<file path="src/sv/mcst_pkg.sv">
`timescale 1ns / 1ps
// Shared types and constants for the multi-channel soft timer.
// No dependencies; imported by every module of the block.
package mcst_pkg;

    localparam int NUM_CHANNELS = 8;
    localparam int CH_W         = (NUM_CHANNELS > 1) ? $clog2(NUM_CHANNELS) : 1;
    localparam int CHAN_FIELD_W = 3;
    localparam int MASK_W       = 8;
    localparam int TIME_W       = 32;
    localparam int QUEUE_DEPTH  = 2;
    localparam int QPTR_W       = (QUEUE_DEPTH > 1) ? $clog2(QUEUE_DEPTH) : 1;
    localparam int QCNT_W       = $clog2(QUEUE_DEPTH + 1);

    typedef enum logic [1:0] {
        OP_TICK      = 2'd0,
        OP_START_ONE = 2'd1,
        OP_START_PER = 2'd2,
        OP_DISABLE   = 2'd3
    } t_op;

    typedef enum logic [1:0] {
        CMD_NOP     = 2'd0,
        CMD_TICK    = 2'd1,
        CMD_START   = 2'd2,
        CMD_DISABLE = 2'd3
    } t_cmd_kind;

    typedef struct packed {
        t_op                     op;
        logic [CHAN_FIELD_W-1:0] channel;
        logic [TIME_W-1:0]       period_ms;
    } t_in_word;

    typedef struct packed {
        logic [MASK_W-1:0] fired_mask;
        logic [MASK_W-1:0] running_mask;
        logic [TIME_W-1:0] now_ms;
    } t_out_word;

    // Decoded command handed from the front end to the executor.
    typedef struct packed {
        t_cmd_kind         kind;
        logic              periodic;
        logic [CH_W-1:0]   channel;
        logic [TIME_W-1:0] period;
    } t_cmd;

endpackage

</file>
<file path="src/sv/mcst_front.sv">
`timescale 1ns / 1ps
// Front end: accepts input words, decodes them into commands, queues them.
// Depends on mcst_pkg.
module mcst_front import mcst_pkg::*; (
    input  logic     i_clk,
    input  logic     i_rst_n,
    input  logic     i_valid,
    output logic     o_ready,
    input  t_in_word i_word,
    output logic     o_cmd_valid,
    input  logic     i_cmd_ready,
    output t_cmd     o_cmd
);

    t_cmd              dec_cmd;
    logic              in_range;
    logic              push;
    logic              pop;
    t_cmd              r_slot [QUEUE_DEPTH];
    logic [QPTR_W-1:0] r_wr_ptr, n_wr_ptr;
    logic [QPTR_W-1:0] r_rd_ptr, n_rd_ptr;
    logic [QCNT_W-1:0] r_count, n_count;

    // Start and disable on a channel that does not exist turn into no-ops.
    always_comb begin
        in_range         = (32'(i_word.channel) < NUM_CHANNELS);
        dec_cmd.channel  = CH_W'(i_word.channel);
        dec_cmd.period   = i_word.period_ms;
        dec_cmd.periodic = (i_word.op == OP_START_PER);
        case (i_word.op)
            OP_TICK:      dec_cmd.kind = CMD_TICK;
            OP_START_ONE: dec_cmd.kind = in_range ? CMD_START : CMD_NOP;
            OP_START_PER: dec_cmd.kind = in_range ? CMD_START : CMD_NOP;
            OP_DISABLE:   dec_cmd.kind = in_range ? CMD_DISABLE : CMD_NOP;
            default:      dec_cmd.kind = CMD_NOP;
        endcase
    end

    assign o_ready     = (r_count != QCNT_W'(QUEUE_DEPTH));
    assign o_cmd_valid = (r_count != '0);
    assign o_cmd       = r_slot[r_rd_ptr];
    assign push        = i_valid && o_ready;
    assign pop         = o_cmd_valid && i_cmd_ready;

    always_comb begin
        n_wr_ptr = r_wr_ptr;
        n_rd_ptr = r_rd_ptr;
        n_count  = r_count;
        if (push) begin
            n_wr_ptr = (r_wr_ptr == QPTR_W'(QUEUE_DEPTH - 1)) ? '0 : r_wr_ptr + 1'b1;
        end
        if (pop) begin
            n_rd_ptr = (r_rd_ptr == QPTR_W'(QUEUE_DEPTH - 1)) ? '0 : r_rd_ptr + 1'b1;
        end
        if (push && !pop) begin
            n_count = r_count + 1'b1;
        end else if (pop && !push) begin
            n_count = r_count - 1'b1;
        end
    end

    always_ff @(posedge i_clk) begin
        if (!i_rst_n) begin
            r_wr_ptr <= '0;
            r_rd_ptr <= '0;
            r_count  <= '0;
        end else begin
            r_wr_ptr <= n_wr_ptr;
            r_rd_ptr <= n_rd_ptr;
            r_count  <= n_count;
        end
    end

    always_ff @(posedge i_clk) begin
        if (push) begin
            r_slot[r_wr_ptr] <= dec_cmd;
        end
    end

endmodule

</file>
<file path="src/sv/mcst_back.sv">
`timescale 1ns / 1ps
// Back end: executes queued commands, scans channels on ticks, holds the result word.
// Depends on mcst_pkg.
module mcst_back import mcst_pkg::*; (
    input  logic      i_clk,
    input  logic      i_rst_n,
    input  logic      i_cmd_valid,
    output logic      o_cmd_ready,
    input  t_cmd      i_cmd,
    output logic      o_valid,
    input  logic      i_ready,
    output t_out_word o_word
);

    typedef enum logic [2:0] {
        ST_IDLE = 3'b001,
        ST_SCAN = 3'b010,
        ST_DONE = 3'b100
    } t_state;

    t_state                  r_state, n_state;
    logic [TIME_W-1:0]       r_time, n_time;
    logic [CH_W-1:0]         r_idx, n_idx;
    logic [NUM_CHANNELS-1:0] r_active, n_active;
    logic [NUM_CHANNELS-1:0] r_periodic, n_periodic;
    logic [NUM_CHANNELS-1:0] r_fired, n_fired;
    logic                    r_out_valid, n_out_valid;
    t_out_word               r_out_word, n_out_word;

    logic [TIME_W-1:0]       r_deadline [NUM_CHANNELS];
    logic [TIME_W-1:0]       r_period   [NUM_CHANNELS];

    logic                    dl_we;
    logic [CH_W-1:0]         dl_addr;
    logic [TIME_W-1:0]       dl_wdata;
    logic                    pr_we;
    logic [TIME_W-1:0]       rd_deadline;
    logic [TIME_W-1:0]       rd_period;
    logic [TIME_W-1:0]       next_deadline;
    logic                    hit;

    assign rd_deadline = r_deadline[r_idx];
    assign rd_period   = r_period[r_idx];
    assign hit         = r_active[r_idx] && !(rd_deadline > r_time);

    always_comb begin
        next_deadline = rd_deadline + rd_period;
        if (next_deadline < r_time) begin
            next_deadline = r_time;
        end
    end

    always_comb begin
        n_state     = r_state;
        n_time      = r_time;
        n_idx       = r_idx;
        n_active    = r_active;
        n_periodic  = r_periodic;
        n_fired     = r_fired;
        n_out_valid = r_out_valid;
        n_out_word  = r_out_word;
        o_cmd_ready = 1'b0;
        dl_we       = 1'b0;
        pr_we       = 1'b0;
        dl_addr     = i_cmd.channel;
        dl_wdata    = r_time + i_cmd.period;

        if (r_out_valid && i_ready) begin
            n_out_valid = 1'b0;
        end

        case (r_state)
            ST_IDLE: begin
                if (i_cmd_valid) begin
                    o_cmd_ready = 1'b1;
                    n_fired     = '0;
                    n_state     = ST_DONE;
                    case (i_cmd.kind)
                        CMD_TICK: begin
                            n_time  = r_time + 1'b1;
                            n_idx   = '0;
                            n_state = ST_SCAN;
                        end
                        CMD_START: begin
                            dl_we                      = 1'b1;
                            pr_we                      = 1'b1;
                            n_active[i_cmd.channel]    = 1'b1;
                            n_periodic[i_cmd.channel]  = i_cmd.periodic;
                        end
                        CMD_DISABLE: begin
                            n_active[i_cmd.channel]    = 1'b0;
                            n_periodic[i_cmd.channel]  = 1'b0;
                        end
                        default: begin
                        end
                    endcase
                end
            end
            ST_SCAN: begin
                dl_addr  = r_idx;
                dl_wdata = next_deadline;
                if (hit) begin
                    n_fired[r_idx] = 1'b1;
                    if (r_periodic[r_idx]) begin
                        dl_we = 1'b1;
                    end else begin
                        n_active[r_idx] = 1'b0;
                    end
                end
                if (r_idx == CH_W'(NUM_CHANNELS - 1)) begin
                    n_state = ST_DONE;
                end else begin
                    n_idx = r_idx + 1'b1;
                end
            end
            ST_DONE: begin
                if (!r_out_valid || i_ready) begin
                    n_out_valid             = 1'b1;
                    n_out_word.fired_mask   = MASK_W'(r_fired);
                    n_out_word.running_mask = MASK_W'(r_active);
                    n_out_word.now_ms       = r_time;
                    n_state                 = ST_IDLE;
                end
            end
            default: begin
                n_state = ST_IDLE;
            end
        endcase
    end

    always_ff @(posedge i_clk) begin
        if (!i_rst_n) begin
            r_state     <= ST_IDLE;
            r_time      <= '0;
            r_idx       <= '0;
            r_active    <= '0;
            r_periodic  <= '0;
            r_fired     <= '0;
            r_out_valid <= 1'b0;
        end else begin
            r_state     <= n_state;
            r_time      <= n_time;
            r_idx       <= n_idx;
            r_active    <= n_active;
            r_periodic  <= n_periodic;
            r_fired     <= n_fired;
            r_out_valid <= n_out_valid;
        end
    end

    always_ff @(posedge i_clk) begin
        r_out_word <= n_out_word;
        if (dl_we) begin
            r_deadline[dl_addr] <= dl_wdata;
        end
        if (pr_we) begin
            r_period[dl_addr] <= i_cmd.period;
        end
    end

    assign o_valid = r_out_valid;
    assign o_word  = r_out_word;

endmodule

</file>
<file path="src/sv/multi_channel_soft_timer.sv">
`timescale 1ns / 1ps
// Top level of the multi-channel soft timer: front end, command queue and executor.
// Depends on mcst_pkg, mcst_front and mcst_back.
//
// Usage: each input word carries an operation (tick, start one-shot, start
// periodic, disable), a channel number and a period in milliseconds. Every
// input word produces exactly one output word with the fired mask, the
// running mask and the current millisecond count.
// Both channels use valid/ready; a word moves when valid and ready are high
// at the same rising edge. Input words go into a two-entry command queue, so
// the block keeps taking words while the executor is busy or the output
// register is waiting for the receiver.
// A start, disable or ignored word goes from the idle state straight to the
// done state; a tick first passes through the scan state, because the
// executor scans the channel deadlines one per cycle with a single
// add-and-compare unit. That scan sets the sustained tick rate.
// Reset (synchronous, active low) clears time, all channel flags, the queue
// and the output valid flag. Deadlines and periods are not cleared; a channel
// reads them only after a start has written them.
// When the receiver stalls, the finished word holds in the output register,
// the executor waits with its next result and the queue fills; the input
// ready drops once both queue entries are taken.
module multi_channel_soft_timer import mcst_pkg::*; (
    input  logic      i_clk,
    input  logic      i_rst_n,
    input  logic      i_valid,
    output logic      o_ready,
    input  t_in_word  i_word,
    output logic      o_valid,
    input  logic      i_ready,
    output t_out_word o_word
);

    logic cmd_valid;
    logic cmd_ready;
    t_cmd cmd;

    // Decode and buffer incoming words.
    mcst_front u_front (
        .i_clk       (i_clk),
        .i_rst_n     (i_rst_n),
        .i_valid     (i_valid),
        .o_ready     (o_ready),
        .i_word      (i_word),
        .o_cmd_valid (cmd_valid),
        .i_cmd_ready (cmd_ready),
        .o_cmd       (cmd)
    );

    // Execute commands and present one result word per command.
    mcst_back u_back (
        .i_clk       (i_clk),
        .i_rst_n     (i_rst_n),
        .i_cmd_valid (cmd_valid),
        .o_cmd_ready (cmd_ready),
        .i_cmd       (cmd),
        .o_valid     (o_valid),
        .i_ready     (i_ready),
        .o_word      (o_word)
    );

endmodule

</file>
<file path="config.mk">
export PLATFORM = sky130hd
export DESIGN_NAME = multi_channel_soft_timer
export DESIGN_NICKNAME = d
export VERILOG_FILES = /design/src/sv/mcst_pkg.sv /design/src/sv/mcst_front.sv /design/src/sv/mcst_back.sv /design/src/sv/multi_channel_soft_timer.sv
export SDC_FILE = /design/constraint.sdc
export NUM_CORES = 1
export LEC_CHECK = 0
export ABC_AREA = 1
export CORE_AREA = 2 2 313 315
export CTS_CLUSTER_DIAMETER = 150
export CTS_CLUSTER_SIZE = 40
export DETAILED_ROUTE_END_ITERATION = 16
export DIE_AREA = 0 0 315 317
export DONT_BUFFER_PORTS = 1
export GPL_TIMING_DRIVEN = 0
export PLACE_DENSITY = 0.47
export REMOVE_ABC_BUFFERS = 1
export SYNTH_ARGS = -nofsm -noshare
export SYNTH_HDL_FRONTEND = slang
export SYNTH_SLANG_ARGS = --single-unit
</file>
<file path="constraint.sdc">
create_clock -name i_clk -period 4.9 [get_ports i_clk]
set_input_delay 0.245 -clock i_clk [delete_from_list [all_inputs] [get_ports i_clk]]
set_output_delay 0.245 -clock i_clk [all_outputs]
set_load 0.02 [all_outputs]
</file>
==> impl_results.md, run 1 <==
* Failing checks: negative setup slack
* H-tree levels at 1
* Most common cell after layout, fill and taps aside: edfxtp_1
* Die Wd at between 300 and 400 um
* Layout Cells excl Fill at approximately 4700
* First-pass GRT wire length at 158 mm
* Synthesized instance count at between 3000 and 4000
* Worst Hold Class: primary input to flop
* #FFs+latches synth at 707
* CP peak stage delay at 0.42 ns
* Fin Hold WS at 0.0418 ns
* Register area share after synthesis at 61.2%
* Routed Antenna Nets at 0
* Vias per inst at 5.32
* Period Utilization, post-route at 104%
* Hold path cells at 4
* I/O pins at 91
* Place WS at -3.73 ns
* All-Layer GR Usage at 21.4%
* Final core utilization at between 40% and 50%
* Grt ovf at 0
* Fmax at 0.196 GHz
* Max Cap Viol at 0
* Core Rows at 114
* IO Port Bufs at 0
* Starting Density at 34.8%
* Final setup fails at 256
* Post-Place Cell Area at between 30000 and 40000 um^2
* Placed Instances at 4504
* Critical path peak fanout at 19
* VDD IR-drop max at 0.396 mV
* Total Neg Setup Slack at -32.32 ns
* Clk_skew at 0.0474 ns
* Hold Startpoint: i_valid
* Final setup margin at -0.195 ns
* Initial antenna violation count at 4
* Area Overhead vs Synth at 22.4%
* Fin. max-slew vios at 0
* Slew headroom at 21.0%
* Run status: finished, violations left
* First-pass detailed-route iteration total at 6
* Synth top area share at 57.0%
* Critical Path Source Type: flop
* Core area at 96300 um^2
* Synth Cell Area at roughly 34000 um^2
* Routed wire length at 113 mm
* Ranking of synthesized cells by area: edfxtp_1 57%, nor2_1 7.2%, o21ai_0 5.5%
* Drt wl/cell at ~24 um
* # fillers at 9105
* R2R setup slack at -0.19 ns
* Synth unique cells at 56
* Predominant post-synthesis flop cell: edfxtp_1
* R2R depth at 29
* WHS Endpoint: u_front.r_wr_ptr
* Clock root buffer: clkbuf_16
* Nets at around 3600
* Mean Syn Cell Area at 10.1 um^2
* Final hold violation count at 0
* DR iter-0 viols at 2362
* Synthesis Warnings at 0
* Layout cells sized above 1 at 16.3%
* Worst-Margin Slew at 1.19 ns
* Maximum root-to-sink buffer count at 3
* Detailed placement HPWL at 66.7 mm
* RR Endpoint: u_back.r_deadline[0][8]
* Vias in the first global route at 23700
* Tot Pwr at 15.3 mW
* Largest net degree at the start of global routing at 63
* CTS buffer count at 21
* Worst path slowest cell: dfxtp_4
* RSZ-0062 raised after global routing: true
* CP endpoint kind: flop
* Die area at approximately 100000 um^2
* Fin crit period at 5.09 ns
* CTS tree: yes
* Crit path kind: flop to flop
* Vias at between 20000 and 30000
* Die H at around 320 um
* Static Leak at 14.4 nW
* GPL Wtd Cong at 0.922
* Pwr dens at ~370 nW/um^2
* Clock transition at path regs at roughly 0.14 ns
* Worst skew pair latency at 0.66 ns
* Arr. time, crit path at between 5 and 6 ns
* Most frequent cells in the layout: 636 x edfxtp_1, 592 x nor2_1, 440 x nand2_1
* Area leader, netlist: edfxtp_1
* # DRC at 0
* Worst EP required at 5.31 ns
* Number of synthesized flops with an enable pin at 636
* Clk sink count at 707
* Final instance area at 41000 um^2
* Ys async rst share at 0%
critical path: cells and delay by family, from the launching register on:
| kind | cells | cell delay [ns] |
|---|---|---|
| AOI/OAI and AO/OA | 6 | 0.87 |
| xor gates and xnor gates | 1 | 0.16 |
| adders and majority gates | 2 | 0.61 |
| buffers and inverters | 9 | 1.34 |
| DFF | 1 | 0.42 |
| and+or+nand+nor | 11 | 1.41 |
cells in the mapped netlist, types with 2 or more instances:
cell type,instances
nor2_1,642
edfxtp_1,636
nand2_1,480
o21ai_0,367
inv_1,236
a21oi_1,157
ha_1,131
nand3_1,95
clkbuf_1,88
dfxtp_1,71
o22ai_1,69
a31oi_1,65
nand4_1,36
nor3_1,30
buf_2,24
xor2_1,24
o21ai_1,16
or2_2,14
buf_1,13
o21bai_1,12
xnor2_1,11
nand3b_1,10
o21a_1,9
o31ai_1,9
a21o_1,7
nor3_2,7
nor4_1,7
inv_2,5
nand2_2,5
a21boi_0,4
nor2_2,4
nor3b_1,4
a221oi_1,3
buf_6,3
nor2_4,3
o211ai_1,3
a21oi_2,2
buf_4,2
fa_1,2
nor3_4,2
o21ai_2,2
worst max path at each step:
stage,start,end,cells past startpoint
4_1_cts,flop,u_back.r_deadline[2][0],27
3_3_place_gp,flop,u_back.r_deadline[6][11],27
6_report,flop,u_back.r_deadline[0][8],29
5_1_grt,flop,u_back.r_deadline[2][8],30
2_1_floorplan,flop,u_back.r_deadline[0][11],28
3_5_place_dp,flop,u_back.r_deadline[6][11],27
where the power goes:
part	total [mW]	internal [mW]	switching, mW
combinational	4.82	1.45	3.37
sequential	7.82	7.64	0.187
clock	2.66	0.841	1.82
total	15.3	9.92	5.38
cells by family after synthesis:
kind of cell,Yosys count,synth area share (%)
simple gates,1344,16.5
compound gates,733,12.0
flops,707,61.2
buf+inv,373,4.36
fa+ha+maj,133,5.01
xor+xnor,35,0.914
registers in the layout (all words and copies together), names as in the netlist, named ones only:
name	count
u_back.o_valid	1
u_back.o_word	48
u_back.r_deadline	256
u_back.r_fired	8
u_back.r_idx	3
u_back.r_period	256
u_back.r_periodic	8
u_back.r_state	3
u_back.r_time	32
u_front.r_count	2
u_front.r_rd_ptr	1
u_front.r_slot	76
u_front.r_wr_ptr	1
cell type report:
class / instances / area, um^2 / area share (%)
clock inverter: 2 / 25.0 / 0.0610
tap: 1276 / 1600 / 3.89
multi-input combinational: 2253 / 14000 / 34.0
antenna: 2 / 5.00 / 0.0122
sequential: 707 / 20500 / 50.0
timing repair inverter: 8 / 119 / 0.290
timing repair buffer: 212 / 3220 / 7.86
inverter: 243 / 986 / 2.40
clock buffer: 36 / 582 / 1.42
repair_timing:
action,CTS,global route
endpoints found under the setup margin,528,442
pin swaps,56,79
resized for setup,275,287
cloned,33,14
setup buffers,68,40
endpoints found under the hold margin,114,0
hold buffers,42,0
metal layers:
layer	part of all wire [%]	vias up	track usage [%]	wire length, um
met4	2.0	0	4.36	2230
met1	45	12600	30.0	51100
li1	-	11900	-	-
met3	4.9	111	1.58	5510
met5	0	-	0	0
met2	48	660	36.7	53900
No activity file was read; power rests on OpenSTA's default activity.
==> run 2, diff against run 1 <==
--- a/config.mk
+++ b/config.mk
@@ -13,8 +13,10 @@
 export DIE_AREA = 0 0 315 317
 export DONT_BUFFER_PORTS = 1
 export GPL_TIMING_DRIVEN = 0
+export HOLD_SLACK_MARGIN = 0.08
 export PLACE_DENSITY = 0.47
 export REMOVE_ABC_BUFFERS = 1
+export SETUP_SLACK_MARGIN = 0.1
 export SYNTH_ARGS = -nofsm -noshare
 export SYNTH_HDL_FRONTEND = slang
 export SYNTH_SLANG_ARGS = --single-unit
==> impl_results.md, run 2 (synthesis results as in run 1) <==
* Run status: finished, violations left
* Failing checks: negative setup slack
* Vias per inst at approximately 5.3
* Area Overhead vs Synth at 24.1%
* Final instance area at 41600 um^2
* Final setup margin at -0.363 ns
* Total Neg Setup Slack at -73.90 ns
* Starting Density at about a third
* Maximum root-to-sink buffer count at 3
* R2R setup slack at -0.36 ns
* Post-Place Cell Area at 35600 um^2
* Final setup fails at about 260
* Max Cap Viol at 0
* Fin. max-slew vios at 0
* Arr. time, crit path at between 5 and 6 ns
* CTS buffer count at 21
* Clock transition at path regs at 0.17 ns
* Delay-heaviest family, CP: buffers and inverters
* Die Wd at roughly 320 um
* # fillers at 9041
* Worst Hold Class: primary input to flop
* Period Utilization, post-route at 107%
* Detailed placement HPWL at 66.7 mm
* All-Layer GR Usage at around 22%
* Layout Cells excl Fill at 4766
* Slew headroom at 20.4%
* Static Leak at 14.7 nW
* Core Rows at 114
* Layout cells sized above 1 at between 10% and 20%
* # DRC at 0
* Clk sink count at between 700 and 800
* Biggest regs: u_back.r_deadline (256), u_back.r_period (256), u_front.r_slot (76)
* Vias at 25500
* First-pass GRT wire length at about 160 mm
* RSZ-0062 raised after global routing: true
* Clk_skew at approximately 0.050 ns
* IO Port Bufs at 0
* Worst EP required at 5.41 ns
* Initial antenna violation count at 4
* Largest net degree at the start of global routing at 63
* Worst skew pair latency at 0.66 ns
* Ant diodes at 0
* Tot Pwr at 15.5 mW
* VDD IR-drop max at 0.396 mV
* Final hold violation count at 0
* Fin Hold WS at 0.144 ns
* Multi-input gate area at 14100 um^2
* DR iter-0 viols at 2435
* Storage cell area at about 21000 um^2
* Clock root buffer: clkbuf_16
* Drt wl/cell at ~24 um
* Grt ovf at 0
* H-tree levels at 1
* First-pass detailed-route iteration total at 5
* Nets at 3649
* CTS tree: yes
* Place WS at -3.73 ns
* Most common cell after layout, fill and taps aside: edfxtp_1
* CP endpoint kind: flop
* Routed Antenna Nets at 0
* Critical Path Source Type: flop
* Vias in the first global route at 23900
* Final core utilization at 43.2%
* CP peak stage delay at 0.41 ns
* Crit path kind: flop to flop
* Most frequent cells in the layout: 636 x edfxtp_1, 582 x nor2_1, 435 x nand2_1
* Fmax at 0.190 GHz
* Routed wire length at approximately 110 mm
* Critical path peak fanout at 10
* Die H at between 300 and 400 um
* Worst path slowest cell: dfxtp_4
* Worst-Margin Slew at 1.19 ns
* I/O pins at 91
* Core area at 96300 um^2
* Pwr dens at ~370 nW/um^2
* Die area at 99900 um^2
* GPL Wtd Cong at between 0.9 and 1
* Placed Instances at between 4000 and 5000
* WP buf/inv at 9
* Fin crit period at 5.26 ns
[run 2: final timing paths]
check | cells past startpoint | end | from
worst min-delay path | 2 | u_back.r_time[14] | i_rst_n
worst max register to register | 29 | u_back.r_deadline[0][8] | flop
worst min register to register | 0 | u_back.o_word[43] | u_back.r_fired[3]
worst max-delay path | 29 | u_back.r_deadline[0][8] | flop
[run 2: area by class of cell]
class,instances,share of cell area [%]
Tap cell,1276,3.84
Clock buffer,36,1.40
Inverter,243,2.34
Multi-Input combinational cell,2256,34.0
Sequential cell,707,49.4
Clock inverter,2,0.0602
Timing Repair Buffer,238,8.74
Timing Repair inverter,8,0.313
[run 2: timing repair]
action	CTS	global route
endpoints found under the hold margin	114	0
setup endpoints to repair	528	536
gates cloned	36	17
setup buffers	86	43
pin swaps	70	100
gates resized for setup	324	255
hold buffers	43	0
[run 2: worst register-to-register path: cells and delay by family (launching register included)]
kind	cells	cell delay (ns)
adder cells (fa/ha/maj)	2	0.61
XOR/XNOR	1	0.22
AND/OR/NAND/NOR	10	1.35
AO/OA/AOI/OAI	7	1.19
flip-flops	1	0.41
buffers and inverters	9	1.37
[run 2: routing by layer]
metal	part of all wire [%]	vias to the layer above	GRT usage (%)	routed length, um
li1	-	11900	-	-
met1	45	12700	30.3	51600
met2	48	689	37.2	54900
met3	4.7	133	1.72	5370
met4	2.3	0	4.38	2640
met5	0	-	0	0
[run 2: power breakdown]
group          internal, mW  total (mW)  switching (mW)
Sequential             7.64        7.82           0.187
Combinational          1.52        4.98            3.46
Clock                 0.841        2.66            1.82
